`src/sv/rgbc_pkg.sv`:
```
// ----------------------------------------------------------------------------
// rgbc_pkg
// Types, constants and helpers shared by the RGB image convolution block.
// ----------------------------------------------------------------------------
package rgbc_pkg;

	localparam int MAX_WIDTH_DEF            = 1024;
	localparam int MAX_KERNEL_SIDE_DEF      = 5;
	localparam int COEFF_BITS_DEF           = 8;
	localparam int FACTOR_FRACTION_BITS_DEF = 16;

	// Jobs that the front may queue ahead of the convolution engine.
	localparam int JOBQ_DEPTH = 2;
	// Line slot index; holds up to sixteen stored lines.
	localparam int SLOT_W     = 4;
	// Distance between written and emitted pixels, at most c*w+c+1.
	localparam int DIST_W     = 14;
	localparam int FACTOR_W   = 24;
	localparam int COEFF_LAST = 24;

	localparam logic       OP_PIXEL     = 1'b0;
	localparam logic [7:0] ALPHA_OPAQUE = 8'hFF;
	localparam logic [7:0] CHAN_MAX     = 8'hFF;

	localparam logic [2:0] REG_IMAGE_WIDTH  = 3'd0;
	localparam logic [2:0] REG_IMAGE_HEIGHT = 3'd1;
	localparam logic [2:0] REG_KERNEL_DIM   = 3'd2;
	localparam logic [2:0] REG_FACTOR       = 3'd3;
	localparam logic [2:0] REG_COEFFS_A     = 3'd4;
	localparam logic [2:0] REG_COEFFS_B     = 3'd5;
	localparam logic [2:0] REG_COEFFS_C     = 3'd6;
	localparam logic [2:0] REG_COEFFS_D     = 3'd7;

	typedef struct packed {
		logic       opcode;
		logic [7:0] in_red;
		logic [7:0] in_green;
		logic [7:0] in_blue;
	} in_word_t;

	typedef struct packed {
		logic [9:0]  out_column;
		logic [15:0] out_row;
		logic [7:0]  out_red;
		logic [7:0]  out_green;
		logic [7:0]  out_blue;
		logic [7:0]  out_alpha;
		logic        last_of_image;
	} out_word_t;

	// Effective geometry and coefficients as the datapath sees them.
	typedef struct packed {
		logic [10:0]         w;
		logic [15:0]         h;
		logic [2:0]          k;
		logic [FACTOR_W-1:0] factor;
		logic [199:0]        coeffs;
	} cfg_t;

	typedef struct packed {
		logic [10:0]       col;
		logic [15:0]       row;
		logic [SLOT_W-1:0] slot;
		logic              last;
	} job_t;

	typedef struct packed {
		logic              en;
		logic [SLOT_W-1:0] slot;
		logic [10:0]       col;
		logic [23:0]       data;
	} mem_wr_t;

	typedef enum logic [2:0] {
		B_IDLE,
		B_TAPS,
		B_WAIT,
		B_SCALE,
		B_HOLD
	} back_state_t;

	// Coefficient idx, sign-extended from its low cb bits; zero past the last one.
	function automatic logic signed [7:0] coeff_at(input logic [199:0] raw,
			input logic [7:0] idx, input int cb);
		logic [255:0]       padded;
		logic [7:0]         b;
		logic signed [7:0]  v;
		padded = {56'd0, raw};
		b = padded[{idx[4:0], 3'b000} +: 8];
		for (int i = 0; i < 8; i++) begin
			v[i] = (i < cb) ? b[i] : b[cb-1];
		end
		if (idx > 8'(COEFF_LAST)) begin
			v = '0;
		end
		return v;
	endfunction

endpackage

```
`src/sv/rgbc_jobq.sv`:
```
// ----------------------------------------------------------------------------
// rgbc_jobq
// Short job queue between the front and the convolution engine.
// ----------------------------------------------------------------------------
module rgbc_jobq (
	input  logic           clk,
	input  logic           arst_n,
	input  logic           push,
	input  rgbc_pkg::job_t din,
	output logic           full,
	input  logic           pop,
	output logic           empty,
	output rgbc_pkg::job_t dout
);

	import rgbc_pkg::*;

	localparam int PW = (JOBQ_DEPTH > 1) ? $clog2(JOBQ_DEPTH) : 1;

	job_t        mem_q [JOBQ_DEPTH];
	logic [PW-1:0] wr_ptr_q, rd_ptr_q;
	logic [PW:0]   count_q;

	function automatic logic [PW-1:0] ptr_inc(input logic [PW-1:0] p);
		ptr_inc = (p == PW'(JOBQ_DEPTH - 1)) ? '0 : p + 1'b1;
	endfunction

	assign full  = (count_q == (PW+1)'(JOBQ_DEPTH));
	assign empty = (count_q == '0);
	assign dout  = mem_q[rd_ptr_q];

	always_ff @(posedge clk) begin
		if (push) begin
			mem_q[wr_ptr_q] <= din;
		end
	end

	always_ff @(posedge clk or negedge arst_n) begin
		if (!arst_n) begin
			wr_ptr_q <= '0;
			rd_ptr_q <= '0;
			count_q  <= '0;
		end else begin
			if (push) begin
				wr_ptr_q <= ptr_inc(wr_ptr_q);
			end
			if (pop) begin
				rd_ptr_q <= ptr_inc(rd_ptr_q);
			end
			count_q <= count_q + (PW+1)'(push) - (PW+1)'(pop);
		end
	end

	a_no_overflow: assert property (@(posedge clk) disable iff (!arst_n) push |-> !full)
		else $error("job written into a full queue");
	a_no_underflow: assert property (@(posedge clk) disable iff (!arst_n) pop |-> !empty)
		else $error("job taken from an empty queue");
	a_count: assert property (@(posedge clk) disable iff (!arst_n)
		count_q <= (PW+1)'(JOBQ_DEPTH))
		else $error("job queue count out of range");

endmodule

```
`config.mk`:
```
export PLATFORM = sky130hd
export DESIGN_NAME = rgbc_jobq
export DESIGN_NICKNAME = d
export VERILOG_FILES = /design/src/sv/rgbc_pkg.sv /design/src/sv/rgbc_jobq.sv
export SDC_FILE = /design/constraint.sdc
export NUM_CORES = 1
export LEC_CHECK = 0
export BUFFER_PORTS_ARGS = -buffer_cell sky130_fd_sc_hd__buf_4
export CAP_MARGIN = 20
export CORE_ASPECT_RATIO = 1.2
export CORE_UTILIZATION = 40
export DETAILED_ROUTE_END_ITERATION = 10
export PLACE_DENSITY = 0.72
export SLEW_MARGIN = 40
export SYNTH_ARGS = -nofsm -noshare
export SYNTH_HDL_FRONTEND = slang
export SYNTH_SLANG_ARGS = --single-unit
```
`constraint.sdc`:
```
create_clock -name clk -period 2.95 [get_ports clk]
set_input_delay 0.295 -clock clk [delete_from_list [all_inputs] [get_ports clk]]
set_output_delay 0.295 -clock clk [all_outputs]
set_load 0.01 [all_outputs]
```
# == After elaboration in Yosys (flattened, before gate mapping) ==
# Memory sizes are Yosys's and may differ from the RTL's.
# Index checks and enable logic that the tools add are counted.
# word_totals
ff_bits,4
n_memories,1
out_inout_bits,34
in_bits,36
ram_bits,64
elab_cells,14
# op_classes
reduce_logical,1
n_addsub,4
n_eq_ne,1
muxes,4
# memory_table
name,words,word_bits,rd,rd_clocked_by_memory_dff,write_ports,line_no,source
mem_q,2,32,1,0,1,rgbc_jobq.sv:20,job_t mem_q [JOBQ_DEPTH];
# op_table
operator,n
$mux 1,4
$add 1x1->1 const B,2
$add 2x1->2,1
$eq 2x2->1 const B,1
$logic_not 2->1,1
$sub 2x1->2,1

# == Longest topological paths before layout ==
# logic_depth
depth_word,2
ltp_mapped,5
depth_no_buf,5

# == Least setup slack after synthesis ==
# Ideal clock, no wire load.
# synth_path
path_kind,register to register
from,reg wr_ptr_q
to,"mem mem_q[0][0] (netlist bit), enable pin"
arrival_time_ps,1841
synth_period_minus_slack_ps,2266
setup_ps,425
stages_incl_launch_ff,2
n_path_buf,0
setup_slack_ps,684
required_time_ps,2525
path_cell_list,dfrtp_1 nor2b_1
# synth_lines
item,line_no,source
from (decl),rgbc_jobq.sv:21,"logic [PW-1:0] wr_ptr_q, rd_ptr_q;"
from (signal assigned),rgbc_jobq.sv:45,wr_ptr_q <= ptr_inc(wr_ptr_q);
to (decl),rgbc_jobq.sv:20,
# Straight into the memory's write port.

==> run_results.csv <==
group,metric,value,unit
sta,relSlewSlack,62.4,%
clocking,numCtsBuffers,9,
synthesis,synth_commonest_cells,"edfxtp_1 (64), mux2_4 (29), dfrtp_1 (4), buf_12 (3), mux2_2 (3)",
placed_design,dpl_worst_slack,1.08,ns
floorplanning,start_util,41.5,%
worst_setup_path,endpoint_kind,"primary output",
detailed_routing,drc,0,
finish,drive_gt1_share,59.5,%
sta,worst-slew-pin-transition,0.563,ns
finish,nets,234,
detailed_routing,wl_per_cell,14.6,um
global_routing,antenna_found_initial,0,
finish,nFillCells,544,
outcome,outcome,"finished, final reports clean",
detailed_routing,dr.pass1.iters,3,
synthesis,synth_ff_type,"edfxtp_1",
detailed_routing,drt_iter0_drc,29,
worst_hold_path,hold_class,"input pin to register",
detailed_routing,wl_met2,2.21,mm
sta,tns,0,ns
clocking,cts_root_buffer,"clkbuf_8",
floorplanning,die_w,76.4,um
detailed_routing,antenna_left,0,
placed_design,io_buffers,69,
power,vdd_drop_max,0.562,mV
synthesis,synth_top_cell_by_area,"edfxtp_1",
global_routing,grt_pass1_vias,1346,
synthesis,synth.most_common_cell,"edfxtp_1",
clocking,clock_sinks,68,
synthesis,synth_cell_types,13,
floorplanning,fp-row-count,32,
sta,layout_setup_ws,0.762,ns
synthesis,syn-instance-count,115,
worst_setup_path,worst-r2r-cell-count,2,
detailed_routing,dr.max_layer_used,"met4",
clocking,clkLatencyLatePin,0.33,ns
synthesis,synth_top_area_share,72.3,%
worst_setup_path,cp_max_fo,19,
global_routing,globalRouteOverflowTotal,0,
worst_setup_path,startpoint_type,"register",
detailed_routing,finalWirelength,4.16,mm
clocking,clockBufferDepth,2,
placed_design,dp.final_hpwl,2.79,mm
worst_setup_path,reg2reg_to,"mem_q[0][22]",
finish,syn_to_final_growth,29.0,%
clocking,cts_setup_buffers,0,
synthesis,synth-edff-count,64,
finish,regArea,2020,um^2
worst_setup_path,critPathKind,"register to primary output",
sta,fin_skew,0.00356,ns
detailed_routing,m1WireLength,1.58,mm
worst_setup_path,r2r_start,"wr_ptr_q",
floorplanning,core,6410,um^2
worst_setup_path,crit_path_end,"dout[4]",
sta,fin_crit,2.19,ns
synthesis,async_flop_share,5.88,%
global_routing,grtUsageTotal,12.9,%
worst_setup_path,cp.arrival,1.89,ns
worst_setup_path,crit_path_start,"rd_ptr_q",
detailed_routing,viasPerCell,4.41,
flow_run,cap_viol_max_count,0,
floorplanning,ios,70,
synthesis,ys_seq_elements,68,
sta,maxSlewViolCount,0,
power,powerDensity,897,nW/um^2
global_routing,grt_pass1_wl,6.43,mm
sta,max_freq,457,MHz
sta,final.period_utilization,74.2,%
synthesis,ys_seq_area_share,76.0,%
synthesis,synthTopCellsByArea,"edfxtp_1 (72%), mux2_4 (16%), dfrtp_1 (3.8%)",
placed_design,routabilityCongestion,0.675,
finish,multi_input_area,566,um^2
clocking,cts_tree,"done",
worst_setup_path,r2r_setup_slack,1.52,ns
synthesis,synth_nets,153,
finish,n_antenna_cell,0,
floorplanning,die_area,6980,um^2
worst_setup_path,required,2.65,ns
floorplanning,fp.dieH,91.3,um
detailed_routing,wl_met3,266,um
synthesis,ys_warn_count,0,
sta,rsz0062_at_grt,"false",
sta,setup_viol,0,
synthesis,syn_avg_cell_area,23.1,um^2
clocking,post_cts_resized,0,
sta,hold_viol_final,0,
clocking,clk_pin_slew,0.06,ns
synthesis,synth_area,2660,um^2
power,power_leakage,1.40,nW
clocking,htreeDepth,3,
detailed_routing,vias,1257,
global_routing,grt_start_max_net_pins,20,
==> registers in the layout, summed over array words and instances, names as in the netlist <==
name      flops
rd_ptr_q      1
count_q       2
wr_ptr_q      1
mem_q        64
==> metal layers <==
layer  GRT usage, %  vias up
met1           13.1      601
met2           21.8       42
li1               -      605
met5              0        -
met4           8.97        0
met3           4.62        9
==> worst max-delay path, stage by stage (launching register included) <==
cell	delay [ns]
dfrtp_2	0.64
buf_4	0.42
mux2_4	0.34
buf_4	0.14
==> layout make-up <==
class | instances | share of cell area [%]
well taps | 85 | 3.10
multi-input cells | 41 | 16.5
clock inverters | 3 | 0.438
flip-flops and latches | 68 | 59.0
clock buffers | 12 | 3.94
repair buffers | 74 | 16.8
inverters | 2 | 0.219
==> worst min path at each step <==
stage                 from           to  slack, ns  cells past startpoint
floorplan           arst_n   count_q[0]    -0.0006                      0
global placement    arst_n   count_q[0]       0.09                      1
detailed placement  arst_n   count_q[0]       0.09                      1
CTS                    pop     rd_ptr_q       0.13                      2
global route        din[8]  mem_q[1][8]       0.13                      1
finish                 pop     rd_ptr_q       0.14                      2
==> stage by stage <==
stage / cells / power (mW) / hold slack (ns) / cell area (um^2) / util (%)
floorplan: 115 / 2.14 / -0.000591 / 2660 / -
global placement: 268 / 2.48 / 0.0936 / 3240 / 50.6
detailed placement: 269 / 2.52 / 0.0932 / 3270 / 51.1
CTS: 285 / 3.13 / 0.126 / 3430 / 53.6
global route: 285 / 3.23 / 0.128 / 3430 / 53.6
finish: 285 / 3.08 / 0.144 / 3430 / 53.6
==> report_power, final <==
group / switching (mW) / internal [mW]
clock network: 0.298 / 0.296
registers: 0.110 / 1.29
logic: 0.436 / 0.648
==> cell families after synthesis <==
group                    share of synthesized area (%)
flip-flops                                        76.0
buffers and inverters                             2.96
multiplexers                                      17.6
AND/OR/NAND/NOR                                  0.847
adder cells (fa/ha/maj)                          0.941
XOR/XNOR                                          1.55
==> layout by cell type, fill, tap and decap left out <==
cell type,netlist,final
and2_1,1,1
buf_16,0,1
buf_4,0,72
clkbuf_1,0,3
clkbuf_8,0,9
clkinv_2,0,3
dfrtp_1,4,3
dfrtp_2,0,1
dlygate4sd3_1,0,1
edfxtp_1,64,64
ha_1,2,2
inv_1,2,2
mux2_2,3,3
mux2_4,29,29
nor2_1,1,1
nor2b_1,2,1
nor2b_4,0,1
xor2_1,2,2
xor3_1,1,1
==> repair_timing <==
item	in CTS	in global routing
setup endpoints to repair	0	0
hold endpoints to repair	4	0
hold buffers	1	0
(Power assumes the default switching activity.)
