===== src/sv/rgbc_pkg.sv =====
// ----------------------------------------------------------------------------
// rgbc_pkg
// Types, constants and helpers shared by the RGB image convolution block.
// ----------------------------------------------------------------------------
package rgbc_pkg;

	localparam int MAX_WIDTH_DEF            = 1024;
	localparam int MAX_KERNEL_SIDE_DEF      = 5;
	localparam int COEFF_BITS_DEF           = 8;
	localparam int FACTOR_FRACTION_BITS_DEF = 16;

	// Jobs that the front may queue ahead of the convolution engine.
	localparam int JOBQ_DEPTH = 2;
	// Line slot index; holds up to sixteen stored lines.
	localparam int SLOT_W     = 4;
	// Distance between written and emitted pixels, at most c*w+c+1.
	localparam int DIST_W     = 14;
	localparam int FACTOR_W   = 24;
	localparam int COEFF_LAST = 24;

	localparam logic       OP_PIXEL     = 1'b0;
	localparam logic [7:0] ALPHA_OPAQUE = 8'hFF;
	localparam logic [7:0] CHAN_MAX     = 8'hFF;

	localparam logic [2:0] REG_IMAGE_WIDTH  = 3'd0;
	localparam logic [2:0] REG_IMAGE_HEIGHT = 3'd1;
	localparam logic [2:0] REG_KERNEL_DIM   = 3'd2;
	localparam logic [2:0] REG_FACTOR       = 3'd3;
	localparam logic [2:0] REG_COEFFS_A     = 3'd4;
	localparam logic [2:0] REG_COEFFS_B     = 3'd5;
	localparam logic [2:0] REG_COEFFS_C     = 3'd6;
	localparam logic [2:0] REG_COEFFS_D     = 3'd7;

	typedef struct packed {
		logic       opcode;
		logic [7:0] in_red;
		logic [7:0] in_green;
		logic [7:0] in_blue;
	} in_word_t;

	typedef struct packed {
		logic [9:0]  out_column;
		logic [15:0] out_row;
		logic [7:0]  out_red;
		logic [7:0]  out_green;
		logic [7:0]  out_blue;
		logic [7:0]  out_alpha;
		logic        last_of_image;
	} out_word_t;

	// Effective geometry and coefficients as the datapath sees them.
	typedef struct packed {
		logic [10:0]         w;
		logic [15:0]         h;
		logic [2:0]          k;
		logic [FACTOR_W-1:0] factor;
		logic [199:0]        coeffs;
	} cfg_t;

	typedef struct packed {
		logic [10:0]       col;
		logic [15:0]       row;
		logic [SLOT_W-1:0] slot;
		logic              last;
	} job_t;

	typedef struct packed {
		logic              en;
		logic [SLOT_W-1:0] slot;
		logic [10:0]       col;
		logic [23:0]       data;
	} mem_wr_t;

	typedef enum logic [2:0] {
		B_IDLE,
		B_TAPS,
		B_WAIT,
		B_SCALE,
		B_HOLD
	} back_state_t;

	// Coefficient idx, sign-extended from its low cb bits; zero past the last one.
	function automatic logic signed [7:0] coeff_at(input logic [199:0] raw,
			input logic [7:0] idx, input int cb);
		logic [255:0]       padded;
		logic [7:0]         b;
		logic signed [7:0]  v;
		padded = {56'd0, raw};
		b = padded[{idx[4:0], 3'b000} +: 8];
		for (int i = 0; i < 8; i++) begin
			v[i] = (i < cb) ? b[i] : b[cb-1];
		end
		if (idx > 8'(COEFF_LAST)) begin
			v = '0;
		end
		return v;
	endfunction

endpackage


===== src/sv/rgbc_back.sv =====
// ----------------------------------------------------------------------------
// rgbc_back
// Convolution engine: walks the k x k window one tap per cycle through the
// line store, accumulates three channel sums, then scales and clamps them.
// ----------------------------------------------------------------------------
module rgbc_back #(
	parameter int MAX_KERNEL_SIDE      = rgbc_pkg::MAX_KERNEL_SIDE_DEF,
	parameter int COEFF_BITS           = rgbc_pkg::COEFF_BITS_DEF,
	parameter int FACTOR_FRACTION_BITS = rgbc_pkg::FACTOR_FRACTION_BITS_DEF,
	parameter int STORE_LINES          = rgbc_pkg::MAX_KERNEL_SIDE_DEF + rgbc_pkg::JOBQ_DEPTH + 3
) (
	input  logic                        clk,
	input  logic                        arst_n,
	input  rgbc_pkg::cfg_t              cfg,
	input  logic                        job_valid,
	input  rgbc_pkg::job_t              job,
	output logic                        job_pop,
	output logic [rgbc_pkg::SLOT_W-1:0] rd_slot,
	output logic [10:0]                 rd_col,
	input  logic [23:0]                 rd_data,
	output logic                        empty,
	input  logic                        pop,
	output rgbc_pkg::out_word_t         result
);

	import rgbc_pkg::*;

	localparam int CB    = (COEFF_BITS > 8) ? 8 : COEFF_BITS;
	localparam int KW    = $clog2(MAX_KERNEL_SIDE);
	localparam int CIW   = $clog2(MAX_KERNEL_SIDE * MAX_KERNEL_SIDE);
	localparam int SUM_W = CB + 9 + $clog2(MAX_KERNEL_SIDE * MAX_KERNEL_SIDE);
	localparam int PW    = SUM_W - 1 + FACTOR_W;
	localparam int TW    = $clog2(3 * STORE_LINES);

	back_state_t state_q, state_d;
	job_t        job_q;
	logic [KW-1:0]  ky_q, kx_q;
	logic [CIW-1:0] ci_q;
	logic signed [SUM_W-1:0] acc_q [3];
	logic               tap_s1, ok_s1;
	logic signed [7:0]  coef_s1;
	logic [1:0]         ch_q;
	logic [PW-1:0]      prod_s2;
	logic [7:0]         res_q [3];

	logic [1:0]         half;
	logic               tap_end, in_taps, ok;
	logic [17:0]        yy;
	logic [12:0]        xx;
	logic [TW-1:0]      slot_t, slot_w;
	logic signed [7:0]  coef;
	logic signed [SUM_W-1:0] acc_sel;
	logic [SUM_W-2:0]   mag;
	logic [PW-1:0]      shifted;
	logic [7:0]         clamped;
	logic [23:0]        pix;
	logic [5:0]         kk;

	assign half    = cfg.k[2:1];
	assign tap_end = (ky_q == KW'(cfg.k - 3'd1)) && (kx_q == KW'(cfg.k - 3'd1));
	assign kk      = {3'b0, cfg.k} * {3'b0, cfg.k} - 6'd1;

	always_comb begin
		state_d = state_q;
		case (state_q)
			B_IDLE:  if (job_valid) state_d = B_TAPS;
			B_TAPS:  if (tap_end) state_d = B_WAIT;
			B_WAIT:  state_d = B_SCALE;
			B_SCALE: if (ch_q == 2'd3) state_d = B_HOLD;
			B_HOLD:  if (pop) state_d = B_IDLE;
			default: state_d = B_IDLE;
		endcase
	end

	always_comb begin
		job_pop = (state_q == B_IDLE) && job_valid;
		empty   = (state_q != B_HOLD);
		in_taps = (state_q == B_TAPS);
	end

	// Window position of the current tap and its slot in the line store.
	always_comb begin
		yy = 18'(job_q.row) + 18'(ky_q) - 18'(half);
		xx = 13'(job_q.col) + 13'(kx_q) - 13'(half);
		ok = !yy[17] && (yy[16:0] < {1'b0, cfg.h}) && !xx[12] && (xx[11:0] < {1'b0, cfg.w});
		slot_t = TW'(job_q.slot) + TW'(STORE_LINES) + TW'(ky_q) - TW'(half);
		if (slot_t >= TW'(2 * STORE_LINES)) begin
			slot_w = slot_t - TW'(2 * STORE_LINES);
		end else if (slot_t >= TW'(STORE_LINES)) begin
			slot_w = slot_t - TW'(STORE_LINES);
		end else begin
			slot_w = slot_t;
		end
		rd_slot = SLOT_W'(slot_w);
		rd_col  = xx[10:0];
		coef    = coeff_at(cfg.coeffs, 8'(ci_q), CB);
	end

	always_comb begin
		case (ch_q)
			2'd0:    acc_sel = acc_q[0];
			2'd1:    acc_sel = acc_q[1];
			default: acc_sel = acc_q[2];
		endcase
		mag     = (acc_sel > 0) ? acc_sel[SUM_W-2:0] : '0;
		shifted = prod_s2 >> FACTOR_FRACTION_BITS;
		clamped = (|shifted[PW-1:8]) ? CHAN_MAX : shifted[7:0];
	end

	assign pix = rd_data;

	always_ff @(posedge clk or negedge arst_n) begin
		if (!arst_n) begin
			state_q <= B_IDLE;
			tap_s1  <= 1'b0;
		end else begin
			state_q <= state_d;
			tap_s1  <= in_taps;
		end
	end

	always_ff @(posedge clk) begin
		ok_s1   <= ok;
		coef_s1 <= coef;
		if (job_pop) begin
			job_q <= job;
			ky_q  <= '0;
			kx_q  <= '0;
			ci_q  <= CIW'(kk);
			for (int i = 0; i < 3; i++) begin
				acc_q[i] <= '0;
			end
		end
		if (in_taps) begin
			ci_q <= ci_q - 1'b1;
			if (kx_q == KW'(cfg.k - 3'd1)) begin
				kx_q <= '0;
				ky_q <= ky_q + 1'b1;
			end else begin
				kx_q <= kx_q + 1'b1;
			end
		end
		if (tap_s1 && ok_s1) begin
			acc_q[0] <= acc_q[0] + SUM_W'($signed({1'b0, pix[23:16]}) * coef_s1);
			acc_q[1] <= acc_q[1] + SUM_W'($signed({1'b0, pix[15:8]}) * coef_s1);
			acc_q[2] <= acc_q[2] + SUM_W'($signed({1'b0, pix[7:0]}) * coef_s1);
		end
		if (state_q == B_WAIT) begin
			ch_q <= '0;
		end
		// One shared multiplier: channel n is scaled while channel n-1 is clamped.
		if (state_q == B_SCALE) begin
			ch_q <= ch_q + 2'd1;
			if (ch_q != 2'd3) begin
				prod_s2 <= PW'(mag) * PW'(cfg.factor);
			end
			case (ch_q)
				2'd1:    res_q[0] <= clamped;
				2'd2:    res_q[1] <= clamped;
				2'd3:    res_q[2] <= clamped;
				default: ;
			endcase
		end
	end

	assign result.out_column    = job_q.col[9:0];
	assign result.out_row       = job_q.row;
	assign result.out_red       = res_q[0];
	assign result.out_green     = res_q[1];
	assign result.out_blue      = res_q[2];
	assign result.out_alpha     = ALPHA_OPAQUE;
	assign result.last_of_image = job_q.last;

	a_pop_frees: assert property (@(posedge clk) disable iff (!arst_n)
		(state_q == B_HOLD && pop) |=> state_q == B_IDLE)
		else $error("engine kept a word that was taken");
	a_job_starts: assert property (@(posedge clk) disable iff (!arst_n)
		job_pop |=> state_q == B_TAPS)
		else $error("job taken without starting the window walk");
	a_tap_window: assert property (@(posedge clk) disable iff (!arst_n)
		tap_s1 |-> (state_q == B_TAPS || state_q == B_WAIT))
		else $error("tap data arrived outside the window walk");

endmodule

===== config.mk =====
export PLATFORM = sky130hd
export DESIGN_NAME = rgbc_back
export DESIGN_NICKNAME = d
export VERILOG_FILES = /design/src/sv/rgbc_pkg.sv /design/src/sv/rgbc_back.sv
export SDC_FILE = /design/constraint.sdc
export NUM_CORES = 2
export LEC_CHECK = 0
export BUFFER_PORTS_ARGS = -buffer_cell sky130_fd_sc_hd__clkbuf_2
export CAP_MARGIN = 25
export CELL_PAD_IN_SITES_DETAIL_PLACEMENT = 1
export CELL_PAD_IN_SITES_GLOBAL_PLACEMENT = 2
export CORE_ASPECT_RATIO = 0.75
export CORE_MARGIN = 1.5
export CORE_UTILIZATION = 42
export CTS_CLUSTER_DIAMETER = 40
export DETAILED_ROUTE_END_ITERATION = 7
export GPL_ROUTABILITY_DRIVEN = 0
export PLACE_DENSITY_LB_ADDON = 0.1
export SLEW_MARGIN = 0
export SYNTH_ARGS = -nofsm -noshare
export SYNTH_HDL_FRONTEND = slang
export SYNTH_SLANG_ARGS = --single-unit

===== constraint.sdc =====
create_clock -name clk -period 13.55 [get_ports clk]
set_input_delay 2.0325 -clock clk [delete_from_list [all_inputs] [get_ports clk]]
set_output_delay 2.0325 -clock clk [all_outputs]
set_load 0.02 [all_outputs]

; ---- After elaboration in Yosys (flattened, before gate mapping)
; Memories as Yosys holds them, arrays and structs flattened.
; Index checks and enable logic that the tools add are counted.
[word_totals]
regBits = 103
mem_bits_rw = 90
inputBits = 314
output_inout_bits = 76
elab_cells = 122
mem_count = 2
[op_classes]
addsub = 18
n_mul = 5
n_lt_le_gt_ge = 6
eq_ne = 15
shifts = 1
n_mux = 42
n_bitwise = 3
n_reduce_logical = 17
[mem_list]
columns = memory, words, width, rd, rd_clocked_by_memory_dff, write_ports, line_no
row1 = acc_q, 3, 22, 3, 0, 3, rgbc_back.sv:39  ; logic signed [SUM_W-1:0] acc_q [3];
row2 = res_q, 3, 8, 3, 0, 1, rgbc_back.sv:44  ; logic [7:0] res_q [3];
[ops]
columns = operator, n
row1 = $shiftx A256 B9 Y8, 1
row2 = $add A22 B17 Y22, 3
row3 = $mux W22, 3
row4 = $mul A9 B8 Y17, 3
row5 = $mul A21 B24 Y45, 1
row6 = $pmux W22 S2, 1
row7 = $mux W3, 10
row8 = $mux W8, 3
row9 = $gt A22 B1 Y1 const B, 1
row10 = $mux W21, 1
row11 = $reduce_or A21 Y1, 1
row12 = $sub A17 B2 Y18, 1
row13 = $add A16 B3 Y17, 1
row14 = $lt A17 B16 Y1, 1
row15 = $reduce_or A8 Y1, 2
row16 = $mux W1, 15
row17 = $pmux W3 S5, 1
row18 = $sub A12 B2 Y13, 1
row19 = $add A11 B3 Y12, 1
row20 = $lt A12 B11 Y1, 1
row21 = $mux W5, 2
row22 = $ne A2 B2 Y1 const B, 5
row23 = $sub A5 B1 Y5 const B, 2
row24 = $mux W2, 4
row25 = other kinds (28), 42

; ---- Longest topological paths before layout
[logic_depth]
depth_word = 7
ltp_mapped = 38
ltp_nobuf = 35

; ---- Worst setup path before layout
; No wires, ideal clock.
[synth_path]
path_kind = register to register
startpoint = register ch_q[0]
endpoint = register prod_s2[44], data pin
setup_time_ps = 262
arrival_time_ps = 8080
required_ps = 13288
path_slack_ps = 5209
path_stages_with_launch = 38
n_path_buf = 3
synth_period_minus_slack_ps = 8341
cell_sequence = edfxtp_1 inv_1 ha_1 clkbuf_1 clkbuf_1 a22o_1 a21oi_1 nand4_1 nor4_1 nand3_1 nand2_1 nor2_1 clkbuf_1 and2_1 fa_1 fa_1 inv_1 fa_1 [2 not listed] inv_1 fa_1 inv_1 fa_1 inv_1 fa_1 inv_1 ha_1 o21a_1 o21ai_0 a41oi_1 a21bo_2 a31oi_2 o211ai_2 a31oi_1 o21ai_1 a211oi_1 xnor2_1
[synth_between]
elab_chain_cells = 5
word_cells_on_any_way = 6
cone_classes = mul (1) / order compare (1) / eq/ne (1) / mux (2) / reduce/logical (1)
[synth_lines]
columns = element, line_no
row1 = "start, declared", rgbc_back.sv:42  ; logic [1:0] ch_q;
row2 = "start signal, assigned", rgbc_back.sv:153  ; ch_q <= ch_q + 2'd1;
row3 = $eq A2 B1 Y1 or $logic_not A2 Y1 (tied branches), rgbc_back.sv:100  ; case (ch_q)
row4 = $pmux W22 S2 (*), rgbc_back.sv:100
row5 = $gt A22 B1 Y1, rgbc_back.sv:105  ; mag = (acc_sel > 0) ? acc_sel[SUM_W-2:0] : '0;
row6 = $mux W21 (*), rgbc_back.sv:105
row7 = $mul A21 B24 Y45 (*), rgbc_back.sv:155  ; prod_s2 <= PW'(mag) * PW'(cfg.factor);
row8 = "end signal, assigned", rgbc_back.sv:155
row9 = "end, declared", rgbc_back.sv:43  ; logic [PW-1:0] prod_s2;
; Mark *: on every way between the ends. The rest lies on a longest branch, timed or not.
; A chain may end at the register's enable or synchronous reset.

; ---- Worst setup path after layout
; Same ends and word-level chain as after synthesis.

==> results.txt <==
The run finished with clean final reports. For this run, the total global-route usage over all layers was measured as 0.259. The deepest level of the CTS H-tree came out at 4. The register area is 5180 um2.

Using the TritonRoute via totals, the vias-per-cell ratio works out to 5.13. The worst register-to-register path ends at prod_s2[44]$_DFFE_PP_. The number of max-capacitance violations reported is 0. Among all cell types in the netlist, the one instantiated most often is inv_1. The arrival time at the worst endpoint is ~10 ns. The clock buffer count from CTS is 17.

Of the cells placed in the final design, the portion with a size suffix greater than 1 is 0.134. The clock tree root driver cell is clkbuf_16. The count of pins over their slew limit is 0. The area of the placeable core came out at 84,000 um2. Setup repair after global routing left no endpoint under its margin.

The initial antenna violation count came out at 8. The hold path startpoint is state_q[2]$_DFFE_PN0P_. The longest individual stage delay on the worst path is 0.72 ns. Adding up every negative setup slack in the final design gives 0 ns. The quantity of I/O buffers inserted on ports came out at 381. For this block, the routed nets add up to 108,000 um of wire.

The detailed placer's ending HPWL came out at 86,800 um. The area share of the largest cell type after synthesis came out at 0.322. The routed wire length per instance came out at 21.2 um. Entering global routing, the biggest net connects 67 pins.

After synthesis, the cell types taking the most area are fa_1, ha_1, edfxtp_1. The average footprint of a synthesized cell came out at 9.66 um2. The count of flip-flops with a built-in enable after synthesis came out at approximately 160. The period utilization came out at 0.737. Counting distinct cell types in the post-synthesis netlist gives 70. The end point of the worst hold path is state_q[1]$_DFFE_PN0P_.

The min-delay analysis places its worst path in the category flop to flop. The area of the mapped netlist is 35,700 um2. The overall die width is 340 um. Setup violations remaining at the end of the flow were counted as 0. The clock latency on the worst-skew pair came out at ~0.5 ns. Summed over all layers, the global routing overflow is 0. For the worst flop-to-flop path, the logic depth is 36. Summing over every cut layer, the via total after detailed routing is 26,200. The CTS tree is yes. The number of sinks handled by clock tree synthesis is 177. After synthesis the netlist holds a flip-flop and latch count of approximately 180. The worst setup path is launched from a flop. The final critical path time including I/O delays and setup is 9.99 ns. Sorting the synthesized cells by how often they occur yields inv_1, fa_1, ha_1. The number of fill cells came out at 9,659. The full die area came out at 86,700 um2. The Yosys warning count is 0. The number of hold-repair buffers added at the cts stage is 0.

For this run, design rule violations remaining after detail routing come to 0. The via count of the first global-routing pass came out at 29,300. The transition time at the pin with the least slew margin is 1.10 ns. The critical path capture point type is a flop. The share of async-settable or async-resettable flops after synthesis is 0.0226.

The number of primary I/O pins came out at 390. The area added between synthesis and finish is 9.74%. In this run the critical register-to-register path is launched from ch_q[0]$_SDFFCE_PN0N_. The slowest stage cell on the critical path is ha_1. The worst hold path depth came out at 1. Based on the critical path, the design can be clocked at up to 100 MHz. In the final layout, the multi-input gates occupy ~27,000 um2. Clock-pin slew was measured on the worst setup and hold paths at 0.08 ns. The post-route cell area came out at ~39,000 um2. After detailed placement, the total cell area comes to about 39,000 um2. The sequential element share of the synthesized area is 0.145. The required time of the worst setup path is 13.79 ns.

The post-cts resize count came out at 0. The final setup skew is 0.0148 ns. The type of the worst setup path is flop to flop. The hold violation count in the final report came to 0. The effective utilization at floorplan is 0.425. The number of buffers between clock root and the deepest sink came out at 2. The number of optimization iterations in the first detailed-route pass is 5. In this run the tightest slew margin relative to its limit is 0.269. The floorplan step set the die height to 255 um. The total number of placement rows is 92.

The detailed router's first-iteration violation count came out at 1,384. The number of standard cells after synthesis is 3,691. The number of antenna-violating nets in the routed design came out at 0. The top fanout value on the critical path is 24. Buffers added to address setup during post-CTS repair amount to 0. The register-to-register path setup slack is 3.56 ns. The net count of the finished layout came out at 5,284. The synthesized design spends more area on one cell type than any other, namely fa_1.

The dominant synthesized flop cell is edfxtp_1. The global-route wire length before repair came out at 172,000 um.
-- cell families (layout without fill, tap and decap cells) --
logic type	Yosys count	after routing	synth area share
and+or+nand+nor	1029	1029	0.145
buffers and inverters	950	1221	0.104
AOI/OAI and AO/OA	325	325	0.0600
adders and majority gates	1014	1014	0.476
DFF	177	177	0.145
xor gates and xnor gates	130	130	0.0319
other	1	11	0.000105
muxes	65	65	0.0379
-- per-stage QoR --
stage,setup slack [ns],std cells,util,hold WS [ns]
global placement,3.87,5062,0.458,0.558
global route,2.91,5098,0.466,0.612
finish,3.56,5100,0.466,0.570
floorplan,5.21,3698,-,0.488
CTS,3.64,5095,0.465,0.586
detailed placement,3.67,5063,0.459,0.574
-- sequential cells by signal, indices dropped and copies added, names as in the netlist --
name,flops
acc_q,66
ch_q,2
ci_q,5
coef_s1,8
job_q,5
kx_q,3
ky_q,3
ok_s1,1
prod_s2,29
res_q,24
result,27
state_q,3
tap_s1,1
-- worst max-delay path, delay by kind of cell, from the launching register on --
family,cells,cell delay [ns]
adder cells (fa/ha/maj),9,4.35
flip-flops,1,0.46
AND/OR/NAND/NOR,7,1.28
XOR/XNOR,1,0.10
AO/OA/AOI/OAI,10,2.58
buffers and inverters,9,0.93
-- cell type report --
cell class                      count  area share
Multi-Input combinational cell   2571       0.686
Inverter                          769      0.0737
Tap cell                         1128      0.0361
Antenna cell                        3    0.000192
Timing Repair Buffer              420      0.0574
Clock buffer                       18      0.0110
Sequential cell                   177       0.132
Clock inverter                     14     0.00310
-- placed cells by master, fill, tap and decap left out, drive strengths merged, types with 43 or more instances in the layout --
master    n
nand2   377
and2    341
fa      573
inv     776
xor2     46
edfxtp  161
and3     43
ha      441
clkbuf  399
nor2    123
xnor2    84
a21oi   106
mux4     56
-- per-layer routing --
| layer | global-route usage | share of wire | vias to the layer above |
|---|---|---|---|
| li1 | - | - | 12100 |
| met1 | 0.370 | 0.48 | 13400 |
| met2 | 0.396 | 0.44 | 549 |
| met3 | 0.0661 | 0.068 | 108 |
| met4 | 0.0513 | 0.017 | 8 |
| met5 | 0 | 0.00046 | - |
-- how the worst max path moves through the flow --
stage | cells after the start | start | slack [ns] | endpoint
after CTS | 36 | ch_q[0]$_SDFFCE_PN0N_ | 3.64 | prod_s2[44]$_DFFE_PP_
after global routing | 36 | ch_q[0]$_SDFFCE_PN0N_ | 2.91 | prod_s2[44]$_DFFE_PP_
after floorplan | 37 | ch_q[0]$_SDFFCE_PN0N_ | 5.21 | prod_s2[44]$_DFFE_PP_
final | 36 | ch_q[0]$_SDFFCE_PN0N_ | 3.56 | prod_s2[44]$_DFFE_PP_
after detailed placement | 36 | ch_q[0]$_SDFFCE_PN0N_ | 3.67 | prod_s2[44]$_DFFE_PP_
after global placement | 36 | ch_q[0]$_SDFFCE_PN0N_ | 3.87 | prod_s2[44]$_DFFE_PP_
Power is not shown: default switching activity piles up to over one toggle a cycle in this logic, so the estimate is an artifact.
