==> config.mk <==
export PLATFORM = sky130hd
export DESIGN_NAME = rgbc_front
export DESIGN_NICKNAME = d
export VERILOG_FILES = /design/src/sv/rgbc_pkg.sv /design/src/sv/rgbc_front.sv
export SDC_FILE = /design/constraint.sdc
export NUM_CORES = 1
export LEC_CHECK = 0
export ABC_AREA = 1
export BUFFER_PORTS_ARGS = -buffer_cell sky130_fd_sc_hd__buf_2
export CAP_MARGIN = 0
export CORE_ASPECT_RATIO = 0.8
export CORE_MARGIN = 2
export CORE_UTILIZATION = 40
export CTS_CLUSTER_DIAMETER = 60
export DETAILED_ROUTE_END_ITERATION = 16
export GPL_ROUTABILITY_DRIVEN = 0
export PLACE_DENSITY = 0.71
export RECOVER_POWER = 50
export SYNTH_ARGS = -nofsm -noshare
export SYNTH_HDL_FRONTEND = slang
export SYNTH_SLANG_ARGS = --single-unit
==> constraint.sdc <==
create_clock -name clk -period 11.32 [get_ports clk]
set_input_delay 0.566 -clock clk [delete_from_list [all_inputs] [get_ports clk]]
set_output_delay 0.566 -clock clk [all_outputs]
set_load 0.01 [all_outputs]
==> src/sv/rgbc_pkg.sv <==
// ----------------------------------------------------------------------------
// rgbc_pkg
// Types, constants and helpers shared by the RGB image convolution block.
// ----------------------------------------------------------------------------
package rgbc_pkg;

	localparam int MAX_WIDTH_DEF            = 1024;
	localparam int MAX_KERNEL_SIDE_DEF      = 5;
	localparam int COEFF_BITS_DEF           = 8;
	localparam int FACTOR_FRACTION_BITS_DEF = 16;

	// Jobs that the front may queue ahead of the convolution engine.
	localparam int JOBQ_DEPTH = 2;
	// Line slot index; holds up to sixteen stored lines.
	localparam int SLOT_W     = 4;
	// Distance between written and emitted pixels, at most c*w+c+1.
	localparam int DIST_W     = 14;
	localparam int FACTOR_W   = 24;
	localparam int COEFF_LAST = 24;

	localparam logic       OP_PIXEL     = 1'b0;
	localparam logic [7:0] ALPHA_OPAQUE = 8'hFF;
	localparam logic [7:0] CHAN_MAX     = 8'hFF;

	localparam logic [2:0] REG_IMAGE_WIDTH  = 3'd0;
	localparam logic [2:0] REG_IMAGE_HEIGHT = 3'd1;
	localparam logic [2:0] REG_KERNEL_DIM   = 3'd2;
	localparam logic [2:0] REG_FACTOR       = 3'd3;
	localparam logic [2:0] REG_COEFFS_A     = 3'd4;
	localparam logic [2:0] REG_COEFFS_B     = 3'd5;
	localparam logic [2:0] REG_COEFFS_C     = 3'd6;
	localparam logic [2:0] REG_COEFFS_D     = 3'd7;

	typedef struct packed {
		logic       opcode;
		logic [7:0] in_red;
		logic [7:0] in_green;
		logic [7:0] in_blue;
	} in_word_t;

	typedef struct packed {
		logic [9:0]  out_column;
		logic [15:0] out_row;
		logic [7:0]  out_red;
		logic [7:0]  out_green;
		logic [7:0]  out_blue;
		logic [7:0]  out_alpha;
		logic        last_of_image;
	} out_word_t;

	// Effective geometry and coefficients as the datapath sees them.
	typedef struct packed {
		logic [10:0]         w;
		logic [15:0]         h;
		logic [2:0]          k;
		logic [FACTOR_W-1:0] factor;
		logic [199:0]        coeffs;
	} cfg_t;

	typedef struct packed {
		logic [10:0]       col;
		logic [15:0]       row;
		logic [SLOT_W-1:0] slot;
		logic              last;
	} job_t;

	typedef struct packed {
		logic              en;
		logic [SLOT_W-1:0] slot;
		logic [10:0]       col;
		logic [23:0]       data;
	} mem_wr_t;

	typedef enum logic [2:0] {
		B_IDLE,
		B_TAPS,
		B_WAIT,
		B_SCALE,
		B_HOLD
	} back_state_t;

	// Coefficient idx, sign-extended from its low cb bits; zero past the last one.
	function automatic logic signed [7:0] coeff_at(input logic [199:0] raw,
			input logic [7:0] idx, input int cb);
		logic [255:0]       padded;
		logic [7:0]         b;
		logic signed [7:0]  v;
		padded = {56'd0, raw};
		b = padded[{idx[4:0], 3'b000} +: 8];
		for (int i = 0; i < 8; i++) begin
			v[i] = (i < cb) ? b[i] : b[cb-1];
		end
		if (idx > 8'(COEFF_LAST)) begin
			v = '0;
		end
		return v;
	endfunction

endpackage

==> src/sv/rgbc_front.sv <==
// ----------------------------------------------------------------------------
// rgbc_front
// Accepts pixel and flush words, writes the line store and decides when an
// output pixel is due; due pixels leave as jobs for the convolution engine.
// ----------------------------------------------------------------------------
module rgbc_front #(
	parameter int STORE_LINES = rgbc_pkg::MAX_KERNEL_SIDE_DEF + rgbc_pkg::JOBQ_DEPTH + 3
) (
	input  logic               clk,
	input  logic               arst_n,
	input  rgbc_pkg::cfg_t     cfg,
	input  logic               restart,
	input  logic               push,
	output logic               full,
	input  rgbc_pkg::in_word_t pixel,
	input  logic               queue_full,
	output logic               job_push,
	output rgbc_pkg::job_t     job,
	output rgbc_pkg::mem_wr_t  wr
);

	import rgbc_pkg::*;

	function automatic logic [SLOT_W-1:0] slot_inc(input logic [SLOT_W-1:0] s);
		slot_inc = (s == SLOT_W'(STORE_LINES - 1)) ? '0 : s + 1'b1;
	endfunction

	logic [10:0]       in_col_q, emit_col_q;
	logic [15:0]       in_row_q, emit_row_q;
	logic [SLOT_W-1:0] in_slot_q, emit_slot_q;
	logic [DIST_W-1:0] dist_q;

	logic [1:0]        half;
	logic [DIST_W-1:0] lag;
	logic              accept, in_done, wr_en, done_n, emit, last;
	logic [10:0]       col_n;
	logic [15:0]       row_n;
	logic [SLOT_W-1:0] slot_n;
	logic [DIST_W-1:0] dist_n;

	assign half   = cfg.k[2:1];
	assign lag    = DIST_W'(half) * DIST_W'(cfg.w) + DIST_W'(half);
	assign accept = push && !queue_full;
	assign full   = queue_full;
	assign in_done = (in_row_q == cfg.h);
	assign wr_en  = accept && (pixel.opcode == OP_PIXEL) && !in_done;

	always_comb begin
		col_n  = in_col_q;
		row_n  = in_row_q;
		slot_n = in_slot_q;
		dist_n = dist_q;
		if (wr_en) begin
			dist_n = dist_q + 1'b1;
			if (in_col_q == cfg.w - 11'd1) begin
				col_n  = '0;
				row_n  = in_row_q + 16'd1;
				slot_n = slot_inc(in_slot_q);
			end else begin
				col_n = in_col_q + 11'd1;
			end
		end
	end

	// The window is complete once c rows and c pixels beyond it are in.
	assign done_n = (row_n == cfg.h);
	assign emit   = accept && (emit_row_q < cfg.h) && ((dist_n > lag) || done_n);
	assign last   = (emit_row_q == cfg.h - 16'd1) && (emit_col_q == cfg.w - 11'd1);

	always_ff @(posedge clk or negedge arst_n) begin
		if (!arst_n) begin
			in_col_q    <= '0;
			in_row_q    <= '0;
			in_slot_q   <= '0;
			emit_col_q  <= '0;
			emit_row_q  <= '0;
			emit_slot_q <= '0;
			dist_q      <= '0;
		end else if (restart) begin
			in_col_q    <= '0;
			in_row_q    <= '0;
			in_slot_q   <= '0;
			emit_col_q  <= '0;
			emit_row_q  <= '0;
			emit_slot_q <= '0;
			dist_q      <= '0;
		end else if (accept) begin
			if (emit && last) begin
				// The next frame starts in the slot after the last row received.
				in_col_q    <= '0;
				in_row_q    <= '0;
				in_slot_q   <= slot_n;
				emit_col_q  <= '0;
				emit_row_q  <= '0;
				emit_slot_q <= slot_n;
				dist_q      <= '0;
			end else begin
				in_col_q  <= col_n;
				in_row_q  <= row_n;
				in_slot_q <= slot_n;
				dist_q    <= dist_n - DIST_W'(emit);
				if (emit) begin
					if (emit_col_q == cfg.w - 11'd1) begin
						emit_col_q  <= '0;
						emit_row_q  <= emit_row_q + 16'd1;
						emit_slot_q <= slot_inc(emit_slot_q);
					end else begin
						emit_col_q <= emit_col_q + 11'd1;
					end
				end
			end
		end
	end

	assign job_push = emit;
	assign job.col  = emit_col_q;
	assign job.row  = emit_row_q;
	assign job.slot = emit_slot_q;
	assign job.last = last;

	assign wr.en   = wr_en;
	assign wr.slot = in_slot_q;
	assign wr.col  = in_col_q;
	assign wr.data = {pixel.in_red, pixel.in_green, pixel.in_blue};

	a_dist_bound: assert property (@(posedge clk) disable iff (!arst_n)
		dist_q <= lag + DIST_W'(1))
		else $error("front runs further ahead of the emit position than the window needs");

endmodule

* After elaboration in Yosys (flattened, before gate mapping)
Index checks and enable logic that the tools add are counted.
Storage, ports and cells: input bits 284, flip-flop bits (word level) 76, word-level logic and storage cells 81, output and inout port bits 74
Cells by class: $lt $le $gt $ge 2, equal/unequal tests 7, reduce and logical (&&, ||, !) cells 17, bitwise logic cells 1, multiply operators 1, muxes and demuxes 35, add/sub/neg operators 11
Operator list (count):
- 2-to-1 mux 16 bit | 10
- 2-to-1 mux 11 bit | 10
- 2-to-1 mux 14 bit | 4
- == test 16 bit | 3
- 2-to-1 mux 4 bit | 11
- adder 16 x 1 -> 16 bit (second input constant) | 2
- adder 11 x 1 -> 11 bit (second input constant) | 2
- == test 11 bit | 2
- less-than comparator 16 bit | 1
- subtractor 16 x 1 -> 16 bit (second input constant) | 1
- adder 13 x 2 -> 14 bit | 1
- adder 14 x 1 -> 14 bit (second input constant) | 1
- > comparator 14 bit | 1
- subtractor 14 x 1 -> 14 bit | 1
- multiplier 2 x 11 -> 13 bit | 1
- subtractor 11 x 1 -> 11 bit (second input constant) | 1
- nonzero test 3 bit | 3
- adder 4 x 1 -> 4 bit (second input constant) | 2
- == test 4 bit (second input constant) | 2
- logical AND 1 bit | 7
- AND reduction 2 bit | 2
- AND reduction 3 bit | 1
- zero test 1 bit | 2
- nonzero test 2 bit | 1
- other kinds (2) | 2

* Longest topological paths before layout
Gate-level depths: netlist of the first run.
word-level depth 12, mapped depth 35, depth with buffers taken out 34

* Worst setup path after synthesis of the first run
Ideal clock, no wire load.
kind input port to flip-flop, start input cfg[226] (netlist bit), end register dist_q[12], path slack 5696 ps, setup time 76 ps, stages on the path 34, arrival 5548 ps, required time 11244 ps, path through clkbuf_1 inv_1 fa_1 inv_1 ha_1 inv_1 fa_1 o21ai_0 a21oi_1 o21bai_1 a21oi_1 o21ai_0 a21o_1 a21oi_1 xor2_1 ha_1 nand2_1 inv_1 nand2_1 nand2_1 a21oi_1 o21a_1 nand2_4 nand2_2 inv_1 ha_1 ha_1 nand2_1 nor2_2 nand3_1 nor2_1 nand3_1 xor2_1 o21ai_1
Between the ends: cells in the longest elaborated chain, start to end 9, elaborated cells between the ends (all ways) 10, those cells by class add/sub: 2; mul: 1; order compare: 1; mux: 3; reduce/logical: 3
Ends and longest elaborated chain:
- start: declaration | RTL line rgbc_front.sv:11 | input rgbc_pkg::cfg_t cfg,
- multiplier 2 x 11 -> 13 bit | RTL line rgbc_front.sv:42 | assign lag = DIST_W'(half) * DIST_W'(cfg.w) + DIST_W'(half);
- adder 13 x 2 -> 14 bit (*) | RTL line rgbc_front.sv:42
- > comparator 14 bit (*) | RTL line rgbc_front.sv:67 | assign emit = accept && (emit_row_q < cfg.h) && ((dist_n > lag) || done_n);
- logical OR 1 bit (*) | RTL line rgbc_front.sv:67
- logical AND 1 bit (*) | RTL line rgbc_front.sv:67
- net job_push | RTL line rgbc_front.sv:17 | output logic job_push,
- subtractor 14 x 1 -> 14 bit / logical AND 1 bit (equally long branches) | RTL line rgbc_front.sv:101, rgbc_front.sv:88
- 2-to-1 mux 14 bit (*) | RTL line rgbc_front.sv:88 | if (emit && last) begin
- 2-to-1 mux 14 bit (*) | RTL line rgbc_front.sv:87 | end else if (accept) begin
- 2-to-1 mux 14 bit (*) | RTL line rgbc_front.sv:79 | end else if (restart) begin
- end signal: assignment | RTL line rgbc_front.sv:101 | dist_q <= dist_n - DIST_W'(emit);
- end: declaration | RTL line rgbc_front.sv:31 | logic [DIST_W-1:0] dist_q;
Mark *: on every way through the listed nets, which the timed path passes. The rest lies on a longest branch. The select of a mux whose other input is x is not followed. A chain may end at the register's enable or synchronous reset.

* Worst setup path after layout of the first run
start input cfg[226] (netlist bit), end register dist_q[12]
Between the ends: cells in the longest elaborated chain, start to end 9, elaborated cells between the ends (all ways) 10, those cells by class add/sub: 2; mul: 1; order compare: 1; mux: 3; reduce/logical: 3
Ends and longest elaborated chain (RTL line):
- multiplier 2 x 11 -> 13 bit | rgbc_front.sv:42
- adder 13 x 2 -> 14 bit (*) | rgbc_front.sv:42
- > comparator 14 bit (*) | rgbc_front.sv:67
- logical OR 1 bit (*) | rgbc_front.sv:67
- logical AND 1 bit (*) | rgbc_front.sv:67
- subtractor 14 x 1 -> 14 bit / logical AND 1 bit (equally long branches) | rgbc_front.sv:101, rgbc_front.sv:88
- 2-to-1 mux 14 bit (*) | rgbc_front.sv:88
- 2-to-1 mux 14 bit (*) | rgbc_front.sv:87
- 2-to-1 mux 14 bit (*) | rgbc_front.sv:79
Mark *: on every way between the ends. The rest lies on a longest branch, timed or not. The select of a mux whose other input is x is not followed.

==> impl_metrics.csv, run 1 <==
group,metric,value,unit
routing,drc_errors,0,
logic_synthesis,yosys-mux-area-fraction,0,
clocking,cts_buffers,9,
logic_synthesis,yosysUniqueCellTypes,47,
setup_path,max_stage_delay,0.46,ns
global_routing,antenna_found_initial,0,
logic_synthesis,synth_top_area_share,0.224,
timing,setup_viol,0,
timing,tightest_slew,4.47,ns
setup_path,r2r-start,"in_row_q[0]",
routing,wl,22.3,mm
place,placed_cell_area,8890,µm²
routing,antenna_left,0,
logic_synthesis,ys_top_cells_by_count,"nand2_1, inv_1, nor2_1",
floorplanning,rows,47,
timing,tns,0,ns
timing,max_slew_margin,-1.98,
flow_run,max_cap_violations,1,
routing,first_iter_violations,622,
setup_path,critPathRequiredTime,11.52,ns
routing,drt_pass1_iterations,5,
finish,layout.nets,1651,
timing,fmax,168,MHz
place,post-dp-hpwl,17.1,mm
logic_synthesis,yosysMostFrequentCell,"nand2_1",
floorplanning,die_h,134,µm
setup_path,startpoint_type,"primary input",
logic_synthesis,synthArstFlopShare,1.00,
logic_synthesis,ys_warn_count,0,
logic_synthesis,netlist_top_cells_area,"dfrtp_1, nand2_1, ha_1",
floorplanning,boundaryPins,358,
timing,hold_violations,0,
setup_path,crit_type,"primary input to flop",
timing,fin_crit,5.96,ns
logic_synthesis,synth_xor_area_frac,0.117,
logic_synthesis,synthSimpleGateAreaFrac,0.347,
power,peakVddDrop,0.0628,mV
logic_synthesis,ys_seq_area_frac,0.224,
logic_synthesis,synth_flop_cell,"dfrtp_1",
logic_synthesis,synth_cells,1260,
setup_path,crit_fanout,12,
timing,slew_violations,77,
setup_path,worst_setup_path_end_kind,"flop",
setup_path,critical_path.startpoint,"cfg[226]",
power,power_density,80.3,nW/µm²
timing,rsz0062_at_grt,"false",
routing,num_vias,8212,
clocking,clock-sinks,76,
logic_synthesis,synth_top_family_by_area,"simple AND/OR/NAND/NOR gates",
logic_synthesis,yosysTopAreaCell,"dfrtp_1",
outcome,outcome,"finished with violations",
clocking,post_cts_resized,0,
global_routing,grt_pass1_wl,37.2,mm
finish,drive_gt1_frac,0.0986,
min_path,min_from,"dist_q[13]",
power,p_leak,4.77,nW
logic_synthesis,synth_edf_count,0,
clocking,clk_pin_slew,0.06,ns
routing,post_drt_wl_per_cell,14.2,µm
floorplanning,die_w,167,µm
clocking,h-tree-depth,3,
clocking,clockRootBuffer,"clkbuf_16",
clocking,cts_hold_buf,0,
timing,hold_ws,0.544,ns
min_path,hold_class,"flop to flop",
timing,finalClockSkew,0.00961,ns
logic_synthesis,synth_compound_area_frac,0.0782,
finish,syn_to_final_growth,8.22,%
global_routing,grt-ovfl-total,0,
global_routing,first_global_vias,7584,
finish,insertedDiodeCount,0,
outcome,violations,"max-capacitance violations, max-slew violations",
logic_synthesis,netlist_area,8480,µm²
floorplanning,core,20800,µm²
floorplanning,die_area,22400,µm²
global_routing,grt_max_degree,77,
clocking,tritoncts,"done",
place,io_buffers,84,
logic_synthesis,synth-adder-area-share,0.0962,
logic_synthesis,syn_avg_cell_area,6.73,µm²
place,post-place-ws,5.06,ns
timing,period_share,0.526,
setup_path,slowest_stage,"fa_1",
clocking,post_cts_buffers,0,
timing,setup_slack,5.36,ns
floorplanning,start_util,0.408,
logic_synthesis,synth_fp_nets,1608,
logic_synthesis,synth_seq_cells,76,
clocking,clock_path_buffers,2,
setup_path,arrival,6.16,ns
global_routing,grtUsageTotal,0.201,
routing,via_per_inst,5.21,
finish,fin_util,0.442,
clocking,insertion_delay,0.35,ns
finish,final_cell_area,9170,µm²
[metal layers]
| layer | up-vias | track usage | part of all wire |
|---|---|---|---|
| met5 | - | 0 | 0 |
| met4 | 0 | 0.0412 | 0.010 |
| met3 | 21 | 0.0387 | 0.066 |
| met2 | 249 | 0.312 | 0.43 |
| met1 | 3781 | 0.290 | 0.50 |
| li1 | 4161 | - | - |
[cell families (layout without fill, tap and decap cells)]
family / after synthesis / count (layout)
flops: 76 / 76
compound gates: 120 / 120
xor+xnor: 113 / 113
fa+ha+maj: 64 / 64
buf+inv: 265 / 313
simple gates: 622 / 622
[registers in the layout, summed over array words and instances, names as in the netlist]
signal,count
emit_row_q,16
dist_q,14
in_row_q,16
in_col_q,11
emit_col_q,11
emit_slot_q,4
in_slot_q,4
[critical path, delay by kind of cell]
family	cells	cell delay, ns
fa+ha+maj	6	1.73
compound gates	9	1.52
simple gates	11	1.23
buf+inv	6	0.78
xor+xnor	2	0.29
[where the power goes]
part,internal (mW),switching (mW)
Combinational,0.0515,0.105
Clock,0.176,0.125
Sequential,0.275,0.00417
[per-stage QoR]
stage | total power [mW] | cells
floorplan | 0.402 | 1260
global placement | 0.436 | 1561
detailed placement | 0.439 | 1561
CTS | 0.745 | 1577
global route | 0.777 | 1577
finish | 0.737 | 1577
[final cells by class]
type	instances	area [µm²]
fillers	2122	11600
multi-input cells	919	5420
flip-flops and latches	76	1900
inverters	209	785
repair buffers	88	433
well taps	269	337
clock buffers	10	239
clock inverters	6	63.8
[layout by cell type (no fill, tap or decap), types with 9 or more instances in the layout]
cell type / instances
xor2_1: 87
a21oi_1: 22
o21ai_1: 27
clkbuf_16: 9
o21ai_0: 39
nand4_1: 66
nand3_1: 82
nor3_1: 29
dfrtp_1: 76
xnor2_1: 26
clkbuf_1: 14
inv_1: 204
o22ai_1: 16
nand2_1: 273
buf_2: 70
ha_1: 62
nor2_1: 104
[final timing paths]
check,to,slack [ns],cells after the start
min in group asynchronous,emit_col_q[10],1.79,1
worst min register to register,dist_q[13],0.54,2
worst max-delay path,dist_q[12],5.36,34
worst max register to register,dist_q[12],5.70,32
worst min-delay path,dist_q[13],0.54,2
max in group asynchronous,dist_q[8],6.98,1
Note: power is estimated with default switching activity, not from simulation.
==> run 2, diff against run 1 <==
- clock period: 11.32 -> 6 ns (I/O delays scaled with it)
==> run 2 against run 1 <==
Compared with the run above: the flow still finishes with violations (max-capacitance violations, max-slew violations); worst setup slack lost 4.8 ns; utilization grew 0.096 points; sequential share of layout area is essentially flat; register-to-register slack lost 5.1 ns; die area is the same; combinational power grew 92%; cell area grew 0.22%; critical path depth is the same; largest power group unchanged; largest cell class unchanged.
==> impl_metrics.csv, run 2 (synthesized netlist as in run 1, its figures left out) <==
group,metric,value,unit
setup_path,startpoint_type,"primary input",
finish,multi_input_area,5420,µm²
routing,num_vias,8270,
setup_path,arrival,5.61,ns
global_routing,grtUsageTotal,0.203,
finish,insertedDiodeCount,0,
floorplanning,rows,47,
outcome,violations,"max-capacitance violations, max-slew violations",
global_routing,grt_pass1_wl,37.1,mm
flow_run,max_cap_violations,1,
timing,hold_ws,0.330,ns
floorplanning,start_util,0.408,
global_routing,grt_max_degree,77,
routing,drc_errors,0,
finish,drive_gt1_frac,0.0991,
min_path,min_from,"restart",
floorplanning,die_w,167,µm
clocking,clock_path_buffers,2,
timing,max_slew_margin,-1.95,
min_path,min_to,"in_slot_q[0]",
routing,post_drt_wl_per_cell,14.2,µm
min_path,hold_depth,2,
routing,wl,22.4,mm
setup_path,slowest_stage,"fa_1",
setup_path,crit_type,"primary input to flop",
floorplanning,boundaryPins,358,
setup_path,r2r-start,"in_row_q[5]",
global_routing,met1_usage,0.300,
finish,layout_common_cells,"nand2_1, inv_1, nor2_1",
routing,antenna_left,0,
routing,via_per_inst,5.23,
setup_path,reg2regPathDepth,31,
setup_path,r2r-end,"dist_q[12]",
setup_path,critPathRequiredTime,6.21,ns
place,io_buffers,84,
finish,fin_cells,1581,
finish,mostFrequentLayoutCell,"nand2_1",
timing,period_share,0.901,
clocking,insertion_delay,0.35,ns
setup_path,worst_setup_path_end_kind,"flop",
timing,rsz0062_at_grt,"false",
clocking,clockRootBuffer,"clkbuf_16",
global_routing,groute.layer.met3.usage,0.0404,
place,dp.cells,1566,
setup_path,max_stage_delay,0.42,ns
clocking,h-tree-depth,3,
routing,drt_pass1_iterations,6,
finish,syn_to_final_growth,8.46,%
min_path,hold_class,"primary input to flop",
floorplanning,die_h,134,µm
timing,setup_slack,0.594,ns
setup_path,crit_fanout,8,
timing,slew_violations,77,
setup_path,crit_top_cell,"nand2_1",
global_routing,first_global_vias,7428,
timing,tns,0,ns
place,post-dp-hpwl,17.5,mm
finish,layout.nets,1656,
clocking,clock-sinks,76,
finish,reg_top3,"emit_row_q x16, in_row_q x16, dist_q x14",
finish,nFillCells,2179,
clocking,cts_buffers,9,
timing,finalClockSkew,0.00889,ns
clocking,tritoncts,"done",
timing,fmax,185,MHz
clocking,clk_pin_slew,0.06,ns
place,post-place-ws,0.261,ns
clocking,post_cts_buffers,0,
floorplanning,die_area,22400,µm²
global_routing,grt-ovfl-total,0,
global_routing,antenna_found_initial,0,
timing,fin_crit,5.41,ns
routing,first_iter_violations,742,
timing,hold_violations,0,
timing,tightest_slew,4.42,ns
setup_path,r2r_slack,0.61,ns
timing,setup_viol,0,
power,p_leak,4.79,nW
outcome,outcome,"finished with violations",
finish,regArea,1900,µm²
clocking,cts_hold_buf,0,
power,power_density,150,nW/µm²
clocking,post_cts_resized,0,
power,peakVddDrop,0.112,mV
floorplanning,core,20800,µm²
global_routing,grt_use_met2,0.306,
global_routing,top_usage_layer,"met2",
==> run 2: cell types whose count changed in the layout (fill, tap and decap cells not counted) <==
| cell | previous run | this run |
|---|---|---|
| buf_4 | 4 | 9 |
| clkinv_2 | 2 | 1 |
| clkinvlp_4 | 2 | 0 |
| clkbuf_1 | 14 | 17 |
| clkinv_4 | 1 | 0 |
==> run 2: worst max-delay path by stage <==
stage                            from          to  depth (start not counted)
after floorplan              cfg[226]  dist_q[12]                         34
after global placement       cfg[244]  dist_q[12]                         34
after detailed placement     cfg[244]  dist_q[12]                         34
after CTS                    cfg[244]  dist_q[12]                         34
after global routing      in_row_q[6]  dist_q[12]                         30
final                        cfg[244]  dist_q[12]                         34
==> run 2: final cells by class <==
cell class / instances / share of cell area
multi-input combinational: 919 / 0.589
sequential: 76 / 0.207
inverter: 209 / 0.0853
timing repair buffer: 93 / 0.0512
tap: 269 / 0.0366
clock buffer: 13 / 0.0272
clock inverter: 2 / 0.00381
==> run 2: metal layers <==
layer  vias up  wire length (µm)  share of wire
met1      3814             10900           0.49
met5         -                 0              0
met2       281              9480           0.42
met3        21              1800          0.080
met4         0               206         0.0092
li1       4154                 -              -
==> run 2: report_power, final <==
group / switching, mW / internal (mW) / total (mW)
clock network: 0.222 / 0.331 / 0.553
logic: 0.200 / 0.0995 / 0.299
registers: 0.00802 / 0.518 / 0.526
total: 0.430 / 0.949 / 1.38
==> run 2: through the flow <==
stage,power (mW),util,cell area [µm²]
global placement,0.826,0.430,8930
detailed placement,0.833,0.430,8930
finish,1.38,0.443,9190
floorplan,0.758,-,8480
global route,1.45,0.443,9190
CTS,1.39,0.444,9210
==> run 2: critical path: cells and delay by family <==
| family | cells | cell delay (ns) |
|---|---|---|
| simple gates | 12 | 1.32 |
| buf+inv | 5 | 0.50 |
| xor+xnor | 2 | 0.29 |
| compound gates | 9 | 1.54 |
| fa+ha+maj | 6 | 1.65 |
==> run 3, diff against run 2 <==
- CELL_PAD_IN_SITES_DETAIL_PLACEMENT: unset -> 1
- CELL_PAD_IN_SITES_GLOBAL_PLACEMENT: unset -> 2
- CORE_UTILIZATION: 40 -> 25
- PLACE_DENSITY: 0.71 -> 0.83
==> run 3 against run 2 <==
Compared with the run above: the flow still finishes with violations (max-capacitance violations, max-slew violations); power up 10%; clock skew shrank 0.00096 ns; register-to-register slack better by 0.24 ns; worst setup slack lost 0.033 ns; critical path depth stayed put; non-clock buffer count up 9; sequential cell count stayed put; sequential power hardly changed; global-route usage decreased by 4.0 points; critical path type unchanged.
==> impl_metrics.csv, run 3 (synthesized netlist as in run 1, its figures left out) <==
group,metric,value,unit
floorplanning,boundaryPins,358,
routing,wl,28.5,mm
power,internal-power,1.05,mW
global_routing,grt_pass1_wl,45.8,mm
global_routing,first_global_vias,8402,
power,fin_total_pwr,1.52,mW
setup_path,arrival,5.67,ns
setup_path,critPathRequiredTime,6.23,ns
floorplanning,die_h,169,µm
finish,drive_gt1_frac,0.0802,
timing,setup_viol,0,
power,peakVddDrop,0.126,mV
power,power_density,160,nW/µm²
finish,mostFrequentLayoutCell,"nand2_1",
place,post-dp-hpwl,22.8,mm
setup_path,crit_family,"adder cells",
clocking,h-tree-depth,3,
global_routing,grt-ovfl-total,0,
routing,antenna_left,0,
clocking,insertion_delay,0.35,ns
floorplanning,rows,60,
finish,reg_top3,"emit_row_q x16, in_row_q x16, dist_q x14",
routing,post_drt_wl_per_cell,16.2,µm
setup_path,startpoint_type,"primary input",
clocking,clock-sinks,76,
clocking,cts_buffers,9,
timing,tns,0,ns
timing,finalClockSkew,0.00793,ns
power,p_sw,0.467,mW
setup_path,crit_fanout,12,
finish,insertedDiodeCount,0,
clocking,clk_pin_slew,0.06,ns
floorplanning,core,33500,µm²
routing,drc_errors,0,
power,switching_share,0.308,
finish,syn_to_final_growth,12.0,%
place,io_buffers,84,
place,placed_cell_area,9200,µm²
clocking,post_cts_buffers,0,
min_path,hold_class,"primary input to flop",
global_routing,grt_max_degree,45,
setup_path,r2r-start,"in_row_q[12]",
clocking,clock_path_buffers,2,
routing,num_vias,8327,
power,p_comb_frac,0.209,
routing,drt_pass1_iterations,4,
timing,max_slew_margin,-0.861,
timing,fmax,184,MHz
outcome,outcome,"finished with violations",
global_routing,grtUsageTotal,0.162,
setup_path,r2r-end,"dist_q[12]",
routing,first_iter_violations,461,
timing,hold_violations,0,
clocking,tritoncts,"done",
clocking,clockRootBuffer,"clkbuf_16",
setup_path,crit_end,"dist_q[12]",
setup_path,crit_type,"primary input to flop",
timing,slew_violations,79,
floorplanning,die_area,35400,µm²
setup_path,cp.depth,34,
setup_path,crit_top_cell,"inv_1",
timing,tightest_slew,2.79,ns
power,power.share.sequential,0.347,
setup_path,worst_setup_path_end_kind,"flop",
timing,period_share,0.907,
setup_path,max_stage_delay,0.48,ns
setup_path,reg2regPathDepth,31,
setup_path,critical_path.startpoint,"cfg[226]",
outcome,violations,"max-capacitance violations, max-slew violations",
routing,via_per_inst,4.74,
global_routing,antenna_found_initial,0,
power,clkPwrFrac,0.444,
setup_path,r2r_slack,0.85,ns
setup_path,slowest_stage,"fa_1",
finish,layout_common_cells,"nand2_1, inv_1, nor2_1",
flow_run,max_cap_violations,2,
timing,rsz0062_at_grt,"false",
timing,hold_ws,0.368,ns
floorplanning,start_util,0.253,
finish,layout.nets,1665,
finish,final_cell_area,9490,µm²
setup_path,cp_num_buf_inv,6,
timing,setup_slack,0.561,ns
power,p_leak,4.71,nW
timing,fin_crit,5.44,ns
place,post-place-ws,0.0771,ns
floorplanning,die_w,210,µm
run 3: changes by cell type in the layout (fill, tap and decap cells not counted), sizes merged:
| cell | delta |
|---|---|
| clkbuf | +34 |
| buf | -27 |
| bufinv | +2 |
| dlygate4sd3 | +1 |
run 3: worst min path at each step:
stage	cells past startpoint	slack, ns	from	end
CTS	2	0.35	restart	in_slot_q[2]
floorplan	0	0.004	arst_n	dist_q[0]
detailed placement	1	0.31	arst_n	emit_slot_q[1]
global route	2	0.37	restart	in_slot_q[0]
global placement	1	0.31	arst_n	emit_slot_q[1]
finish	2	0.37	restart	in_slot_q[2]
run 3: timing repair:
action | CTS | global route
endpoints found under the setup margin | 0 | 2
hold endpoints to repair | 32 | 0
resized for setup | 0 | 1
hold buffers | 1 | 0
run 3: metrics by stage:
step / cells / util
after floorplan: 1260 / -
after global placement: 1739 / 0.275
after detailed placement: 1739 / 0.275
after CTS: 1756 / 0.285
after global routing: 1756 / 0.283
final: 1756 / 0.283
run 3: power groups by stage:
stage               combinational [mW]  sequential [mW]  clock, mW
detailed placement               0.322            0.536          0
global route                     0.362            0.527      0.710
global placement                 0.313            0.535          0
finish                           0.318            0.526      0.674
CTS                              0.324            0.526      0.695
floorplan                        0.222            0.535          0
run 3: layer usage:
| layer | track usage | vias to the layer above | part of all wire | wire length [µm] |
|---|---|---|---|---|
| met5 | 0 | - | 0 | 0 |
| met4 | 0.0259 | 0 | 0.0086 | 246 |
| met3 | 0.0267 | 16 | 0.034 | 970 |
| met2 | 0.267 | 120 | 0.46 | 13000 |
| met1 | 0.227 | 4020 | 0.50 | 14300 |
| li1 | - | 4171 | - | - |
run 3: cell type report:
type                       count  area (µm²)
clock buffer                  12         256
clock inverter                 4        95.1
fill                        4304       24000
inverter                     209         785
multi-input combinational    919        5420
sequential                    76        1900
tap                          434         543
timing repair buffer         102         494
run 3: worst reg2reg max path, delay by kind of cell (launching register included):
family / cells / cell delay, ns
AOI/OAI and AO/OA: 7 / 1.17
buffers and inverters: 3 / 0.38
DFF: 1 / 0.44
and+or+nand+nor: 16 / 1.87
xor gates and xnor gates: 2 / 0.46
adders and majority gates: 3 / 0.72
